===== src/hw/rtl/bba_pkg.sv =====
`default_nettype none

package bba_pkg;

	// field widths of the item payloads
	localparam int unsigned REQ_W = 21;
	localparam int unsigned UNIT_W = 14;
	localparam int unsigned OUT_ORD_W = 4;
	localparam int unsigned USED_W = 21;

	// internal order width and the largest order a request can round to
	localparam int unsigned ORD_W = 5;
	localparam int unsigned MAX_REQ_ORD = 16;

	// block granule and per-block header
	localparam int unsigned UNIT_BYTES = 64;
	localparam int unsigned HEADER_BYTES = 64;

	// opcodes
	localparam logic OPC_ALLOC = 1'b0;
	localparam logic OPC_FREE = 1'b1;

	// result status codes
	localparam logic STAT_DONE = 1'b0;
	localparam logic STAT_REFUSED = 1'b1;

	typedef struct packed {
		logic opcode;
		logic [REQ_W-1:0] request_bytes;
		logic [UNIT_W-1:0] free_unit;
	} in_item_t;

	typedef struct packed {
		logic status;
		logic [UNIT_W-1:0] block_unit;
		logic [OUT_ORD_W-1:0] block_order;
		logic [USED_W-1:0] used_bytes;
	} out_item_t;

	typedef enum logic [3:0] {
		OP_NONE,
		OP_CLR,
		OP_LOAD,
		OP_ACHK,
		OP_ULRD,
		OP_ULDO,
		OP_SPLIT,
		OP_SPLIT_LINK,
		OP_SPLIT2,
		OP_GRANT,
		OP_FAIL,
		OP_FRD,
		OP_FCHK,
		OP_MERGE,
		OP_MCHK,
		OP_PH1
	} dp_op_t;

	typedef enum logic [4:0] {
		ST_CLEAR,
		ST_IDLE,
		ST_ACHK,
		ST_ULRD,
		ST_ULDO,
		ST_SPLIT,
		ST_SPLIT_LINK,
		ST_SPLIT2,
		ST_GRANT,
		ST_FAIL,
		ST_FRD,
		ST_FCHK,
		ST_MERGE,
		ST_MCHK,
		ST_PH1,
		ST_PH2,
		ST_OUT
	} state_t;

	typedef struct packed {
		dp_op_t op;
		logic ph2;
		logic out_load;
	} dp_cmd_t;

	typedef struct packed {
		logic clr_last;
		logic in_is_free;
		logic op_is_free;
		logic alloc_fail;
		logic range_bad;
		logic not_live;
		logic split_done;
		logic tail_valid;
		logic at_top;
		logic buddy_ok;
		logic head_valid;
		logic out_free;
	} dp_status_t;

endpackage

`default_nettype wire


===== src/hw/rtl/bba_ctrl.sv =====
`default_nettype none

module bba_ctrl (
	input wire logic clk,
	input wire logic arst_n,
	input wire logic in_valid,
	output logic in_ready,
	input wire bba_pkg::dp_status_t sts,
	output bba_pkg::dp_cmd_t cmd
);

	bba_pkg::state_t state_q;
	bba_pkg::state_t state_d;

	// state register
	always_ff @(posedge clk or negedge arst_n) begin
		if (!arst_n) begin
			state_q <= bba_pkg::ST_CLEAR;
		end else begin
			state_q <= state_d;
		end
	end

	// next state and datapath commands
	always_comb begin
		state_d = state_q;
		cmd.op = bba_pkg::OP_NONE;
		cmd.ph2 = 1'b0;
		cmd.out_load = 1'b0;
		in_ready = 1'b0;
		case (state_q)
			bba_pkg::ST_CLEAR: begin
				cmd.op = bba_pkg::OP_CLR;
				if (sts.clr_last) begin
					state_d = bba_pkg::ST_IDLE;
				end
			end
			bba_pkg::ST_IDLE: begin
				in_ready = 1'b1;
				if (in_valid) begin
					cmd.op = bba_pkg::OP_LOAD;
					state_d = sts.in_is_free ? bba_pkg::ST_FRD : bba_pkg::ST_ACHK;
				end
			end
			bba_pkg::ST_ACHK: begin
				if (sts.alloc_fail) begin
					state_d = bba_pkg::ST_FAIL;
				end else begin
					cmd.op = bba_pkg::OP_ACHK;
					state_d = bba_pkg::ST_ULRD;
				end
			end
			bba_pkg::ST_ULRD: begin
				cmd.op = bba_pkg::OP_ULRD;
				state_d = bba_pkg::ST_ULDO;
			end
			bba_pkg::ST_ULDO: begin
				cmd.op = bba_pkg::OP_ULDO;
				state_d = sts.op_is_free ? bba_pkg::ST_MERGE : bba_pkg::ST_SPLIT;
			end
			bba_pkg::ST_SPLIT: begin
				if (sts.split_done) begin
					state_d = bba_pkg::ST_GRANT;
				end else begin
					cmd.op = bba_pkg::OP_SPLIT;
					state_d = bba_pkg::ST_SPLIT_LINK;
				end
			end
			bba_pkg::ST_SPLIT_LINK: begin
				cmd.op = bba_pkg::OP_SPLIT_LINK;
				state_d = sts.tail_valid ? bba_pkg::ST_SPLIT2 : bba_pkg::ST_SPLIT;
			end
			bba_pkg::ST_SPLIT2: begin
				cmd.op = bba_pkg::OP_SPLIT2;
				state_d = bba_pkg::ST_SPLIT;
			end
			bba_pkg::ST_GRANT: begin
				cmd.op = bba_pkg::OP_GRANT;
				state_d = bba_pkg::ST_OUT;
			end
			bba_pkg::ST_FAIL: begin
				cmd.op = bba_pkg::OP_FAIL;
				state_d = bba_pkg::ST_OUT;
			end
			bba_pkg::ST_FRD: begin
				if (sts.range_bad) begin
					state_d = bba_pkg::ST_OUT;
				end else begin
					cmd.op = bba_pkg::OP_FRD;
					state_d = bba_pkg::ST_FCHK;
				end
			end
			bba_pkg::ST_FCHK: begin
				if (sts.not_live) begin
					state_d = bba_pkg::ST_OUT;
				end else begin
					cmd.op = bba_pkg::OP_FCHK;
					state_d = bba_pkg::ST_MERGE;
				end
			end
			bba_pkg::ST_MERGE: begin
				if (sts.at_top) begin
					state_d = bba_pkg::ST_PH1;
				end else begin
					cmd.op = bba_pkg::OP_MERGE;
					state_d = bba_pkg::ST_MCHK;
				end
			end
			bba_pkg::ST_MCHK: begin
				if (sts.buddy_ok) begin
					cmd.op = bba_pkg::OP_MCHK;
					state_d = bba_pkg::ST_ULDO;
				end else begin
					state_d = bba_pkg::ST_PH1;
				end
			end
			bba_pkg::ST_PH1: begin
				cmd.op = bba_pkg::OP_PH1;
				state_d = sts.head_valid ? bba_pkg::ST_PH2 : bba_pkg::ST_OUT;
			end
			bba_pkg::ST_PH2: begin
				cmd.ph2 = 1'b1;
				state_d = bba_pkg::ST_OUT;
			end
			bba_pkg::ST_OUT: begin
				if (sts.out_free) begin
					cmd.out_load = 1'b1;
					state_d = bba_pkg::ST_IDLE;
				end
			end
			default: begin
				state_d = bba_pkg::ST_IDLE;
			end
		endcase
	end

endmodule

`default_nettype wire


===== config.mk =====
export PLATFORM = sky130hd
export DESIGN_NAME = bba_ctrl
export DESIGN_NICKNAME = d
export VERILOG_FILES = /design/src/hw/rtl/bba_pkg.sv /design/src/hw/rtl/bba_ctrl.sv
export SDC_FILE = /design/constraint.sdc
export NUM_CORES = 1
export LEC_CHECK = 0
export ABC_AREA = 1
export ABC_CLOCK_PERIOD_IN_PS = 1200
export BUFFER_PORTS_ARGS = -buffer_cell sky130_fd_sc_hd__clkbuf_2
export CAP_MARGIN = 20
export CORE_MARGIN = 2
export CORE_UTILIZATION = 43
export CTS_CLUSTER_DIAMETER = 150
export CTS_CLUSTER_SIZE = 10
export DETAILED_ROUTE_END_ITERATION = 7
export PLACE_DENSITY = 0.7
export SYNTH_ARGS = -nofsm -noshare
export SYNTH_HDL_FRONTEND = slang
export SYNTH_SLANG_ARGS = --single-unit

===== constraint.sdc =====
create_clock -name clk -period 1.2 [get_ports clk]
set_input_delay 0.12 -clock clk [delete_from_list [all_inputs] [get_ports clk]]
set_output_delay 0.12 -clock clk [all_outputs]
set_load 0.05 [all_outputs]

==> results.json, run 1 <==
{
  "run_status": "did not finish",
  "failing_step": "clock tree synthesis",
  "firstError": "[ERROR DPL-0038] Utilization greater than 100%, impossible to legalize",
  "syn-cell-area_um2": 642,
  "synthesis.yosys.warnings": 0,
  "cts.repair_timing.setup_buffer_count": 18,
  "synth_sequential_area_ratio_pct": 19.5,
  "cts.hold.buffers_added": 1,
  "synth.net_count": 130,
  "yosys.cell_types.count": 19,
  "core.rowCount": 13,
  "post_dp_cell_area_um2": 1110,
  "globalplace.congestion": 0.931,
  "synth-seq-cells": 5,
  "detailed_place_hpwl_um": 2160,
  "initial_core_util_pct": 47.5,
  "synth_top_cell_by_area": "sky130_fd_sc_hd__dfrtp_1",
  "ctsRootBufferMaster": "sky130_fd_sc_hd__clkbuf_4",
  "clk_path_buf_depth": 2,
  "placement.setup.worst_slack_ns": -0.384,
  "cts_resized": 44,
  "synth.avg_cell_area_um2": 5.58,
  "clock_sink_count": 5,
  "synth_top_area_share_pct": 19.5,
  "die_w_um": 42.6,
  "cts_made_buffers": 3,
  "cts_htree_levels": 1,
  "postSynthCellCount": 115,
  "portBuffers": 21,
  "synth_area_leaders": "sky130_fd_sc_hd__dfrtp_1, sky130_fd_sc_hd__nand2_1, sky130_fd_sc_hd__nor2_1",
  "die_y_um": 42.6,
  "io-pin-count": 22
}
-- cells in the mapped netlist --
cell type	number
sky130_fd_sc_hd__nand2_1	25
sky130_fd_sc_hd__nor2_1	23
sky130_fd_sc_hd__inv_1	17
sky130_fd_sc_hd__nand3_1	11
sky130_fd_sc_hd__dfrtp_1	5
sky130_fd_sc_hd__nand4_1	5
sky130_fd_sc_hd__o21ai_0	5
sky130_fd_sc_hd__a21oi_1	4
sky130_fd_sc_hd__inv_2	3
sky130_fd_sc_hd__nand3_2	3
sky130_fd_sc_hd__nand3b_1	3
sky130_fd_sc_hd__nor3_1	3
sky130_fd_sc_hd__nor2_2	2
sky130_fd_sc_hd__a41oi_1	1
sky130_fd_sc_hd__nand2_2	1
sky130_fd_sc_hd__nor2_4	1
sky130_fd_sc_hd__o211a_1	1
sky130_fd_sc_hd__o211ai_1	1
sky130_fd_sc_hd__o22ai_1	1
-- cells by family after synthesis --
group                  Yosys count  share of synthesized area [%]
AND/OR/NAND/NOR                 77                           56.7
AO/OA/AOI/OAI                   13                           12.1
buffers and inverters           20                           11.7
flip-flops                       5                           19.5
-- through the flow --
step / utilization (%) / TNS (ns) / hold slack (ns) / instances
2_1_floorplan: - / -1.36 / -0.176 / 115
3_3_place_gp: 81.9 / -3.14 / -0.0589 / 189
3_5_place_dp: 81.9 / -3.48 / -0.0535 / 189
==> inputs of run 2 (changes only) <==
==> config.mk (replaced) <==
export PLATFORM = sky130hd
export DESIGN_NAME = bba_ctrl
export DESIGN_NICKNAME = d
export VERILOG_FILES = /design/src/hw/rtl/bba_pkg.sv /design/src/hw/rtl/bba_ctrl.sv
export SDC_FILE = /design/constraint.sdc
export NUM_CORES = 1
export LEC_CHECK = 0
export ABC_AREA = 1
export ABC_CLOCK_PERIOD_IN_PS = 1560
export BUFFER_PORTS_ARGS = -buffer_cell sky130_fd_sc_hd__clkbuf_2
export CAP_MARGIN = 20
export CORE_AREA = 2 2 63 65
export DETAILED_ROUTE_END_ITERATION = 7
export DIE_AREA = 0 0 65 67
export PLACE_DENSITY_LB_ADDON = 0.15
export SYNTH_ARGS = -nofsm -noshare
export SYNTH_HDL_FRONTEND = slang
export SYNTH_SLANG_ARGS = --single-unit
==> constraint.sdc (replaced) <==
create_clock -name clk -period 1.56 [get_ports clk]
set_input_delay 0.156 -clock clk [delete_from_list [all_inputs] [get_ports clk]]
set_output_delay 0.156 -clock clk [all_outputs]
set_load 0.05 [all_outputs]
==> results.json, run 2 <==
{
  "run_status": "finished with violations",
  "failed_checks": "setup timing",
  "core_area_um2": 3610,
  "power_report.internal_total_w": 0.00135,
  "gr-total-overflow": 0,
  "grtUsageTotal_pct": 12.5,
  "detailed_place_hpwl_um": 2190,
  "power_frac_comb_pct": 81.2,
  "cts_htree_levels": 1,
  "largest_register_ffs": 5,
  "regMostFlops": "state_q",
  "worst_ir_drop_vdd_mv": 0.644,
  "most-common-layout-cells": "sky130_fd_sc_hd__buf_4, sky130_fd_sc_hd__nand2_1, sky130_fd_sc_hd__nor2_1, sky130_fd_sc_hd__clkbuf_2, sky130_fd_sc_hd__inv_1",
  "rsz_0062_raised_after_global_routing": "true",
  "fin_tns_setup_ns": -0.512,
  "postRouteAntennaNets": 0,
  "syn-cell-area_um2": 642,
  "synthesis.yosys.warnings": 0,
  "power.share.sequential_pct": 10.0,
  "worst_path_cell_trace": "inv_2, nand3_2, buf_4, o21ai_2, nand3b_1, buf_8",
  "maxCapViolCount": 0,
  "holdWs_ns": 0.275,
  "beginning_of_the_worst_hold_path": "sts[1]",
  "clock_skew_ns": 0.00208,
  "wl_per_cell_um": 11.5,
  "via_count_of_the_first_global_routing_pass": 990,
  "io-pin-count": 22,
  "yosys.cell_types.count": 19,
  "crit_buf_inv": 3,
  "critical_path.max_stage_delay_ns": 0.40,
  "final.min_clock_period_ns": 1.71,
  "worstMarginPinSlew_ns": 0.211,
  "total_setup_violations_reported_at_the_end_of_the_flow": 4,
  "synth-seq-cells": 5,
  "synthToLayoutAreaGrowth_pct": 108,
  "antenna_found_initial": 0,
  "cp_data_required_time_ns": 1.40,
  "timing.critical_path.max_delay_family": "buffers and inverters",
  "maxSlewHeadroom_pct": 85.9,
  "r2r_cells": 11,
  "cts_made_buffers": 3,
  "worst_hold_path.num_cells": 3,
  "min-delay-path-class": "in2reg",
  "finalMaxSlewViolations": 0,
  "setup_slack_ns": -0.148,
  "p_switching_w": 0.00134,
  "die_area_um2": 4360,
  "yosysMostFrequentCell": "sky130_fd_sc_hd__nand2_1",
  "number_of_enable_flip_flop_cells_after_synthesis": 0,
  "cts_tree": "done",
  "synth.avg_cell_area_um2": 5.58,
  "power.density_nw_per_um2": 2020,
  "postSynthCellCount": 115,
  "synthArstFlopShare_pct": 100,
  "cp_data_arrival_time_ns": 1.55,
  "drtIter0Drc": 26,
  "cp-start-kind": "register",
  "design.final.nets": 197,
  "postSynth.topFlopCell": "sky130_fd_sc_hd__dfrtp_1",
  "final_period_utilization_pct": 109,
  "clkLatencyLatePin_ns": 0.22,
  "initial_core_util_pct": 17.8,
  "n_fill_cell": 409,
  "register_clock_pin_slew_on_the_reported_worst_setup_and_hold_paths_ns": 0.04,
  "synth_commonest_cells": "sky130_fd_sc_hd__nand2_1, sky130_fd_sc_hd__nor2_1, sky130_fd_sc_hd__inv_1, sky130_fd_sc_hd__nand3_1",
  "p_leak_nw": 0.717,
  "reg2reg_slack_ns": 0.06,
  "diodes": 0,
  "layout.cells.most_common": "sky130_fd_sc_hd__buf_4",
  "r2r-end": "state_q[0]$_DFFE_PN0P_",
  "crit_path_end_kind": "output pin",
  "synth_sequential_area_ratio_pct": 19.5,
  "crit_cells": 6,
  "vias": 1016,
  "grt_pass1_wl_um": 4160,
  "clock_sink_count": 5,
  "max_clock_freq_mhz": 585,
  "die_w_um": 65,
  "whs_endpoint": "state_q[2]$_DFFE_PN0P_",
  "core.rowCount": 22,
  "maximum_number_of_pins_on_one_net_before_global_route_repair": 7,
  "crit_slowest_cell": "sky130_fd_sc_hd__dfrtp_1",
  "r2r_start": "state_q[1]$_DFFE_PN0P_",
  "worst-setup-path-type": "reg2out",
  "globalplace.congestion": 0.800,
  "synth_top_cell_by_area": "sky130_fd_sc_hd__dfrtp_1",
  "ctsRootBufferMaster": "sky130_fd_sc_hd__clkbuf_8",
  "hold_violations": 0,
  "synth.net_count": 130,
  "die_y_um": 67,
  "synth_area_leaders": "sky130_fd_sc_hd__dfrtp_1, sky130_fd_sc_hd__nand2_1, sky130_fd_sc_hd__nor2_1",
  "clk_path_buf_depth": 2,
  "crit_path_max_fanout": 4,
  "reg_top3": "state_q: 5 flops",
  "synth_top_area_share_pct": 19.5,
  "final_layout_size_suffix_gt1_share_pct": 54.1,
  "portBuffers": 21,
  "switching_share_pct": 49.8,
  "route.detailed.drc": 0,
  "vias_per_cell": 4.44,
  "drt-total-wl_um": 2640,
  "clkPwrFrac_pct": 8.7,
  "firstDrtPassIters": 4
}
## run 2: logic make-up after synthesis
family | share of synthesized area (%)
flops | 19.5
compound gates | 12.1
simple gates | 56.7
buf+inv | 11.7
## run 2: cell type report
cell class	count	area, um2	area share (%)
clock buffers	4	45.0	3.37
repair buffers	62	494	37.0
multi-input cells	90	528	39.5
well taps	48	60.1	4.49
inverters	20	81.3	6.09
flip-flops and latches	5	128	9.55
## run 2: routing by layer
metal  routed length, um  GRT usage, %
met4                  70          5.05
met3                  82         0.845
met1                1130          14.6
met5                   0             0
met2                1350          23.6
## run 2: power by group through the flow
stage	combinational [W]	clock (W)	sequential [W]
2_1_floorplan	0.00100	0	0.000251
3_3_place_gp	0.00169	0	0.000253
4_1_cts	0.00205	0.000239	0.000256
6_report	0.00219	0.000235	0.000271
5_1_grt	0.00235	0.000249	0.000280
3_5_place_dp	0.00170	0	0.000252
## run 2: tightest hold or removal path: cells and delay by family
| kind | cells | cell delay (ns) |
|---|---|---|
| buffers and inverters | 1 | 0.11 |
| and+or+nand+nor | 2 | 0.17 |
## run 2: worst max path at each step
stage | to | from | slack (ns)
floorplan | cmd[3] | state_q[4]$_DFFE_PN0P_ | -0.06
global placement | cmd[5] | state_q[2]$_DFFE_PN0P_ | -0.14
detailed placement | cmd[5] | state_q[1]$_DFFE_PN0P_ | -0.15
CTS | cmd[5] | state_q[4]$_DFFE_PN0P_ | -0.17
global route | cmd[5] | state_q[4]$_DFFE_PN0P_ | -0.23
finish | cmd[5] | state_q[4]$_DFFE_PN0P_ | -0.15
## run 2: what timing repair did
item,4_1_cts,5_1_grt
gates resized for setup,25,23
endpoints found under the hold margin,5,0
buffers inserted,7,3
hold buffers,1,0
setup endpoints to repair,7,10
pin swaps,6,8
## run 2: through the flow
step           power, W  instance area, um2  worst slack (ns)  util (%)  cells
2_1_floorplan   0.00125                 669           -0.0579         -    115
3_3_place_gp    0.00195                1060            -0.142      29.4    214
3_5_place_dp    0.00195                1060            -0.153      29.4    214
4_1_cts         0.00255                1260            -0.171      35.0    226
5_1_grt         0.00287                1340            -0.225      37.1    229
6_report        0.00269                1340            -0.148      37.1    229
(Power assumes the default switching activity.)
